--- src/sv/lac_pkg.sv ---
`default_nettype none
package lac_pkg;

	// Frame store geometry
	localparam int MAX_WIDTH   = 256;
	localparam int MAX_HEIGHT  = 256;
	localparam int MAX_LAYERS  = 64;
	localparam int COL_W       = $clog2(MAX_WIDTH);
	localparam int ROW_W       = $clog2(MAX_HEIGHT);
	localparam int LAYER_W     = $clog2(MAX_LAYERS);
	localparam int ADDR_W      = COL_W + ROW_W;
	localparam int STORE_DEPTH = MAX_WIDTH * MAX_HEIGHT;

	// Two-entry queues between and after the halves
	localparam int QDEPTH = 2;
	localparam int QPTR_W = $clog2(QDEPTH);
	localparam int QCNT_W = $clog2(QDEPTH + 1);

	localparam logic [7:0] CHAN_MAX = 8'd255;

	// Configuration register indexes
	localparam logic [1:0] REG_FRAME_WIDTH  = 2'd0;
	localparam logic [1:0] REG_FRAME_HEIGHT = 2'd1;
	localparam logic [1:0] REG_LAYER_COUNT  = 2'd2;

	typedef struct packed {
		logic [8:0] frame_width;
		logic [8:0] frame_height;
		logic [6:0] layer_count;
	} cfg_t;

	// Word passed from the front half to the back half
	typedef struct packed {
		logic [7:0]        src_red;
		logic [7:0]        src_green;
		logic [7:0]        src_blue;
		logic [7:0]        src_alpha;
		logic [ADDR_W-1:0] addr;
		logic [COL_W-1:0]  x;
		logic [ROW_W-1:0]  y;
		logic              first_layer;
		logic              final_layer;
		logic              frame_done;
	} item_t;

	typedef struct packed {
		logic [7:0]       red;
		logic [7:0]       green;
		logic [7:0]       blue;
		logic [7:0]       alpha;
		logic [COL_W-1:0] x;
		logic [ROW_W-1:0] y;
		logic             final_layer;
		logic             frame_done;
	} result_t;

	typedef enum logic [2:0] {
		BK_IDLE,
		BK_MUL1,
		BK_DIV1,
		BK_MUL2,
		BK_DIV2
	} bk_state_t;

	// Exact x / 255 for x up to 2*255*255, the largest sum the blend forms:
	// estimate by x*257 >> 16 (never high, at most one low), then one
	// compare and correct on the remainder.
	function automatic logic [8:0] div255(input logic [16:0] x);
		logic [25:0] p;
		logic [8:0]  q;
		logic [17:0] qm;
		logic [17:0] r;
		p  = ({9'd0, x} << 8) + {9'd0, x};
		q  = p[24:16];
		qm = {1'b0, q, 8'd0} - {9'd0, q};
		r  = {1'b0, x} - qm;
		if (r >= 18'd255) begin
			q = q + 9'd1;
		end
		return q;
	endfunction

	// Clamp to the channel range
	function automatic logic [7:0] sat8(input logic [8:0] v);
		return (v > {1'b0, CHAN_MAX}) ? CHAN_MAX : v[7:0];
	endfunction

endpackage
`default_nettype wire

--- src/sv/lac_front.sv ---
`default_nettype none
// Front half: takes pixels, keeps the raster and layer counters, tags each
// word with its store address and frame flags, and queues it for the back.
module lac_front (
	input  wire logic           clk,
	input  wire logic           arst_n,
	input  wire lac_pkg::cfg_t  cfg,
	input  wire logic           push,
	output logic                full,
	input  wire logic [7:0]     src_red,
	input  wire logic [7:0]     src_green,
	input  wire logic [7:0]     src_blue,
	input  wire logic [7:0]     src_alpha,
	output logic                q_empty,
	input  wire logic           q_pop,
	output lac_pkg::item_t      q_word
);

	logic [lac_pkg::COL_W-1:0]   col_q;
	logic [lac_pkg::ROW_W-1:0]   row_q;
	logic [lac_pkg::LAYER_W-1:0] layer_q;

	logic [lac_pkg::COL_W-1:0]   col_last;
	logic [lac_pkg::ROW_W-1:0]   row_last;
	logic [lac_pkg::LAYER_W-1:0] layer_last;
	logic                        last_col, last_row, last_layer;
	logic                        acc;
	lac_pkg::item_t              wr_word;

	lac_pkg::item_t              q_mem [lac_pkg::QDEPTH];
	logic [lac_pkg::QPTR_W-1:0]  wr_ptr_q, rd_ptr_q;
	logic [lac_pkg::QCNT_W-1:0]  q_cnt_q;

	// Last position of each counter; zero sizes act as one, big ones clamp
	always_comb begin
		priority if (cfg.frame_width <= 9'd1) begin
			col_last = '0;
		end else if (cfg.frame_width > 9'(lac_pkg::MAX_WIDTH)) begin
			col_last = lac_pkg::COL_W'(lac_pkg::MAX_WIDTH - 1);
		end else begin
			col_last = lac_pkg::COL_W'(cfg.frame_width - 9'd1);
		end
		priority if (cfg.frame_height <= 9'd1) begin
			row_last = '0;
		end else if (cfg.frame_height > 9'(lac_pkg::MAX_HEIGHT)) begin
			row_last = lac_pkg::ROW_W'(lac_pkg::MAX_HEIGHT - 1);
		end else begin
			row_last = lac_pkg::ROW_W'(cfg.frame_height - 9'd1);
		end
		priority if (cfg.layer_count <= 7'd1) begin
			layer_last = '0;
		end else if (cfg.layer_count > 7'(lac_pkg::MAX_LAYERS)) begin
			layer_last = lac_pkg::LAYER_W'(lac_pkg::MAX_LAYERS - 1);
		end else begin
			layer_last = lac_pkg::LAYER_W'(cfg.layer_count - 7'd1);
		end
	end

	assign last_col   = (col_q >= col_last);
	assign last_row   = (row_q >= row_last);
	assign last_layer = (layer_q >= layer_last);

	assign full = (q_cnt_q == lac_pkg::QCNT_W'(lac_pkg::QDEPTH));
	assign acc  = push && !full;

	// Classify the incoming word
	always_comb begin
		wr_word.src_red     = src_red;
		wr_word.src_green   = src_green;
		wr_word.src_blue    = src_blue;
		wr_word.src_alpha   = src_alpha;
		wr_word.addr        = lac_pkg::ADDR_W'(row_q * lac_pkg::MAX_WIDTH + col_q);
		wr_word.x           = col_q;
		wr_word.y           = row_q;
		wr_word.first_layer = (layer_q == '0);
		wr_word.final_layer = last_layer;
		wr_word.frame_done  = last_col && last_row && last_layer;
	end

	// Raster and layer counters
	always_ff @(posedge clk or negedge arst_n) begin
		if (!arst_n) begin
			col_q   <= '0;
			row_q   <= '0;
			layer_q <= '0;
		end else if (acc) begin
			if (!last_col) begin
				col_q <= col_q + 1'b1;
			end else begin
				col_q <= '0;
				if (!last_row) begin
					row_q <= row_q + 1'b1;
				end else begin
					row_q   <= '0;
					layer_q <= last_layer ? '0 : layer_q + 1'b1;
				end
			end
		end
	end

	// Queue towards the back half
	always_ff @(posedge clk) begin
		if (acc) begin
			q_mem[wr_ptr_q] <= wr_word;
		end
	end

	always_ff @(posedge clk or negedge arst_n) begin
		if (!arst_n) begin
			wr_ptr_q <= '0;
			rd_ptr_q <= '0;
			q_cnt_q  <= '0;
		end else begin
			if (acc) begin
				wr_ptr_q <= wr_ptr_q + 1'b1;
			end
			if (q_pop && !q_empty) begin
				rd_ptr_q <= rd_ptr_q + 1'b1;
			end
			unique case ({acc, q_pop && !q_empty})
				2'b10:   q_cnt_q <= q_cnt_q + 1'b1;
				2'b01:   q_cnt_q <= q_cnt_q - 1'b1;
				default: q_cnt_q <= q_cnt_q;
			endcase
		end
	end

	assign q_empty = (q_cnt_q == '0);
	assign q_word  = q_mem[rd_ptr_q];

	a_qcnt_range: assert property (@(posedge clk) disable iff (!arst_n)
		q_cnt_q <= lac_pkg::QCNT_W'(lac_pkg::QDEPTH))
		else $error("front queue count out of range");

	a_frame_wrap: assert property (@(posedge clk) disable iff (!arst_n)
		(acc && wr_word.frame_done) |=> (col_q == '0 && row_q == '0 && layer_q == '0))
		else $error("counters did not wrap after the last pixel of a frame");

	a_done_final: assert property (@(posedge clk) disable iff (!arst_n)
		acc |-> (!wr_word.frame_done || wr_word.final_layer))
		else $error("frame done outside the last layer");

endmodule
`default_nettype wire

--- config.mk ---
export PLATFORM = sky130hd
export DESIGN_NAME = lac_front
export DESIGN_NICKNAME = d
export VERILOG_FILES = /design/src/sv/lac_pkg.sv /design/src/sv/lac_front.sv
export SDC_FILE = /design/constraint.sdc
export NUM_CORES = 1
export LEC_CHECK = 0
export BUFFER_PORTS_ARGS = -buffer_cell sky130_fd_sc_hd__clkbuf_2
export CORE_UTILIZATION = 44
export DETAILED_ROUTE_END_ITERATION = 8
export PLACE_DENSITY = 0.66
export SETUP_SLACK_MARGIN = 0.2
export SYNTH_ARGS = -nofsm -noshare
export SYNTH_HDL_FRONTEND = slang
export SYNTH_SLANG_ARGS = --single-unit
--- constraint.sdc ---
create_clock -name clk -period 6.3 [get_ports clk]
set_clock_uncertainty 0.15 [all_clocks]
set_input_delay 0.63 -clock clk [delete_from_list [all_inputs] [get_ports clk]]
set_output_delay 0.63 -clock clk [all_outputs]
set_load 0.02 [all_outputs]
### Word-level counts from Yosys, hierarchy flattened

Memories as Yosys holds them, arrays and structs flattened.
Index checks and enable logic that the tools add are counted.

| storage, ports and cells | value |
|---|---|
| register bits after elaboration | 26 |
| memories kept | 1 |
| logic and storage cells | 53 |
| RAM bits | 134 |
| bits of input ports | 61 |

| cells by class | value |
|---|---|
| eq/ne operators | 3 |
| order comparisons | 9 |
| add/sub/neg operators | 11 |
| mux-type cells | 12 |
| reduce and logical (&&, ||, !) cells | 11 |

Memories:

| memory | words | bits a word | rd ports | clocked after Yosys merged registers in | wr ports | line | text |
|---|---|---|---|---|---|---|---|
| q_mem | 2 | 67 | 1 | 0 | 1 | lac_front.sv:30 | `lac_pkg::item_t q_mem [lac_pkg::QDEPTH];` |

Operator list:

| kind | count |
|---|---|
| $mux 8 | 6 |
| $gt 9x9->1 const B | 2 |
| $le 9x1->1 const B | 2 |
| $mux 6 | 3 |
| $add 16x8->16 | 1 |
| $add 8x1->8 const B | 2 |
| $ge 8x8->1 | 2 |
| $sub 8x1->8 const B | 2 |
| $gt 7x7->1 const B | 1 |
| $le 7x1->1 const B | 1 |
| $add 6x1->6 const B | 1 |
| $ge 6x6->1 | 1 |
| $logic_not 6->1 | 1 |
| $sub 6x1->6 const B | 1 |
| $eq 2x2->1 const B | 2 |
| $logic_and 1x1->1 | 4 |
| $pmux 2 s2 | 1 |
| $reduce_and 3->1 | 1 |
| $add 1x1->1 const B | 2 |
| $add 2x1->2 const B | 1 |
| $eq 2x1->1 const B | 1 |
| $logic_not 1->1 | 2 |
| $logic_not 2->1 | 1 |
| $mux 1 | 2 |
| other kinds (3) | 3 |

### Logic depth before layout (Yosys ltp)

| depth | value |
|---|---|
| depth in word-level cells | 6 |
| depth in mapped cells | 13 |
| depth with buffers taken out | 13 |

### Least setup slack after synthesis

Ideal clock, no wire load.

| path | value |
|---|---|
| path type | input -> register |
| start point | input push |
| end point | memory q_mem[0][0] in the netlist's numbering (enable) |
| cell stages on the path | 5 |
| slack | 2,303 ps |
| arrival | 3,387 ps |
| library setup time | 460 ps |
| data required time | 5,690 ps |
| buffers on the path | 2 |
| cell sequence | and2_1 clkbuf_1 inv_1 buf_1 nor2_1 |

| on the way | value |
|---|---|
| cells in the longest elaborated chain, start to end | 3 |

RTL lines:

| element | line | text |
|---|---|---|
| from (decl) | lac_front.sv:8 | `input wire logic push,` |
| $logic_and 1x1->1 | lac_front.sv:64 | `assign acc = push && !full;` |
| $mux 1 | lac_front.sv:103 | `if (acc) begin` |
| $mux 1 (not written as such) | lac_front.sv:104 | `q_mem[wr_ptr_q] <= wr_word;` |
| to (decl) | lac_front.sv:30 |  |

Every way passes these cells.

### Worst setup path after layout

| path | value |
|---|---|
| start point | input cfg[18] in the netlist's numbering |
| end point | register layer_q[3] in the netlist's numbering |

| on the way | value |
|---|---|
| cells in the longest elaborated chain, start to end | 5 |

RTL lines:

| element | line | text |
|---|---|---|
| from (decl) | lac_front.sv:7 | `input wire lac_pkg::cfg_t cfg,` |
| $sub 8x1->8 or $gt 9x9->1 (tied branches) | lac_front.sv:41, lac_front.sv:38 |  |
| $mux 8 | lac_front.sv:38 | `end else if (cfg.frame_width > 9'(lac_pkg::MAX_WIDTH)) begin` |
| $mux 8 * | lac_front.sv:36 | `priority if (cfg.frame_width <= 9'd1) begin` |
| $ge 8x8->1 * | lac_front.sv:59 | `assign last_col = (col_q >= col_last);` |
| $reduce_and 3->1 (no source line) * | - |  |
| to (signal assigned) | lac_front.sv:95 | `layer_q <= last_layer ? '0 : layer_q + 1'b1;` |
| to (decl) | lac_front.sv:21 | `logic [lac_pkg::LAYER_W-1:0] layer_q;` |

Mark *: on every way between the ends. The rest lies on a longest branch, timed or not.
A chain may end at the register's enable or synchronous reset.

==> run metrics <==
run status=complete, no violations; slew of the pin with the lowest slew margin=1.041 ns; io pins=130; WHS=0.1074 ns; Post-Synth Adder-Cell Area=7.064%; Yosys warning count=0; Post-DRT Antenna Nets=0; Cell Chain, Critical Path=clkbuf_2, or3_1, or4_1, or3_1, a21o_1, ha_1, nand2b_1, a2111o_1, a31oi_1, nor4_2, a221o_1; most used routing layer=met2; # clock sinks=128; setup TNS=0 ns; Setup WS post-layout=2.036 ns; vias in the first global route=3906; Synth area leader=edfxtp_1; max cap viols=0; simple-gate share of the synthesized area=8.194%; Seq/Total Area, Yosys=59.90%; drt pass-1 iters=4; PortBufs=129; Initial Utilization=44.84%; largest family of logic cells by synthesized area=multiplexers; gpl congestion=0.7765; Routed WL per cell=14.57 um; Distinct cells, synth=43; routed wire length=11410 um; XOR/XNOR Fraction of Synth Area=3.108%; worst setup path class=input port to register; most frequent cells in the layout=clkbuf_2 (129), edfxtp_1 (102), mux2_2 (52), ha_1 (35), o21ai_0 (31); final worst-path cycle share=67.68%; Worst setup EP type=register; worst slack, placed=1.677 ns; fin area=0.007548 mm2; Top FF cell, synth=edfxtp_1; critical path's most frequent cell=or3_1; number of CTS-inserted buffers=17; grt met3 use=4.151%; CTS tree=yes; Final Hold Vio Count=0; row count=43; crit start category=input port; Post-CTS Resized=0; Post-Syn Area per Cell=13.25 um2; Max transition margin=30.27%; Placeable Area=0.01383 mm2; HPWL Detailed=8170 um; RSZ-0062 raised after global routing=no; Synth Instances=468; crit-path max cell delay=0.79 ns; Yosys top cell area share=49.40%; P&R area growth vs syn=21.76%; CP max stage cell=a31oi_1; Synth area leaders=edfxtp_1 (49%), dfrtp_1 (10%), mux2_2 (9.4%); commonest non-fill, non-tap cell in the layout=clkbuf_2; CTS Hold Bufs=0; Hold Path Class=input port to asynchronous set/reset pin; worst path arrival time=4.40 ns; Synth Area in Compound Gates=8.113%; Worst-Skew Late Latency=0.40 ns; initial antenna violation count=0; post-synthesis mux area share=9.606%; Clock transition at path regs=0.06 ns; drt drc=0; data required time of the worst path=6.43 ns; Post-synth ARST share=20.31%; Max Fclk=0.2345 GHz; pin count of the biggest net entering global routing=37; WP buf/inv=1; M1 GR Usage=21.09%; DIE AREA=0.01457 mm2; Worst Path Max Fanout=11; Die Wd=120.7 um; Vias/cell=5.109; via count=4000; placed inst area=0.006933 mm2; diodes inserted=0; post-CTS setup buffers=0; clock root buffer=clkbuf_16; PwrDens=420.4 mW/mm2; gr usage total=16.43%; Post-synth EDFFs=102; final setup fails=0; Tmin final=4.264 ns; H-tree depth=4; GRT met2 Usage=27.30%; CP delay by family, top=compound AO/OA/AOI/OAI gates; Slew Limit Fails=0; Leak=3.138 nW; synthesis-stage register bit count=128; first-pass GRT wire length=18530 um; Post-Syn Area=0.006200 mm2; net count after synthesis=564; share of cells above drive strength 1=36.82%; Die Span Y=120.7 um; Util after Layout=54.59%; GRT Residual Overflow=0; Max clock buf depth=2; Nets=686; worst vdd ir=0.0002592 V; number of DRC markers in iteration 0=264
per-stage QoR:
stage,power [mW],std cells
floorplan,1.968,468
global placement,2.222,751
detailed placement,2.239,751
CTS,3.211,783
global route,3.334,783
finish,3.173,783
routing by layer:
| layer | vias to the layer above | share of wire [%] |
|---|---|---|
| li1 | 1968 | - |
| met1 | 1918 | 47 |
| met2 | 107 | 48 |
| met3 | 7 | 4.6 |
| met4 | 0 | 0.76 |
| met5 | - | 0 |
worst register-to-register path, cell delays in order (launching register included):
cell,delay (ns)
dfrtp_1,0.41
nand2b_1,0.16
and2_1,0.52
inv_1,0.46
nor2_4,0.52
buf_4,0.51
worst paths after layout:
path / start / to / slack [ns] / cells after the start
worst max-delay path: cfg[18] / layer_q[3]$_DFFE_PN0P_ / 2.04 / 11
worst min-delay path: arst_n / col_q[5]$_DFFE_PN0P_ / 0.11 / 1
worst max register to register: q_cnt_q[0]$_DFFE_PN0P_ / q_mem[0][30]$_DFFE_PP_ / 3.21 / 5
worst min register to register: q_cnt_q[1]$_DFFE_PN0P_ / q_cnt_q[1]$_DFFE_PN0P_ / 0.36 / 1
max in group asynchronous: arst_n / rd_ptr_q$_DFFE_PN0P_ / 5.41 / 1
min in group clk: src_red[2] / q_mem[1][61]$_DFFE_PP_ / 0.27 / 1
state kept, by name, indices dropped and copies added (netlist names):
name	flops
col_q	8
row_q	8
layer_q	6
wr_ptr_q	1
rd_ptr_q	1
q_cnt_q	2
q_mem	102
synth_stat cells (2+ instances only):
cell type / count
edfxtp_1: 102
nand4_1: 5
and3_1: 4
buf_4: 16
xnor2_1: 11
a21oi_1: 10
a21o_1: 6
mux2_2: 52
nor2_1: 26
nand2_1: 25
and2_1: 3
o211ai_1: 3
o2bb2ai_1: 6
nor3_1: 7
o21a_1: 3
nand3_1: 7
dfrtp_1: 26
a211oi_1: 3
inv_1: 21
o21ai_0: 31
nand2b_1: 8
ha_1: 35
nor4_1: 2
a2111o_1: 2
or3_1: 8
or4_1: 2
clkbuf_1: 11
o22ai_1: 3
a31oi_1: 2
a22o_1: 2
nor2b_1: 4
xor2_1: 11
cells by family (layout without fill, tap and decap cells):
family	after synthesis	after routing
AO/OA/AOI/OAI	77	77
XOR/XNOR	22	22
adder cells (fa/ha/maj)	35	35
buffers and inverters	50	185
flip-flops	128	128
multiplexers	53	53
AND/OR/NAND/NOR	103	103
area by class of cell:
cell class | instances | area, um2
fill | 1158 | 6279
sequential | 128 | 3715
multi-input combinational | 290 | 2246
timing repair buffer | 132 | 668.1
clock buffer | 23 | 554.3
tap | 180 | 225.2
inverter | 21 | 78.83
clock inverter | 9 | 61.31
where the power goes:
group / leakage, nW / internal (mW) / switching [mW]
Clock: 0.306 / 0.622 / 0.344
Combinational: 1.57 / 0.372 / 0.608
Sequential: 1.26 / 1.13 / 0.0930
Total: 3.14 / 2.13 / 1.05
No activity file was read; power rests on OpenSTA's default activity.
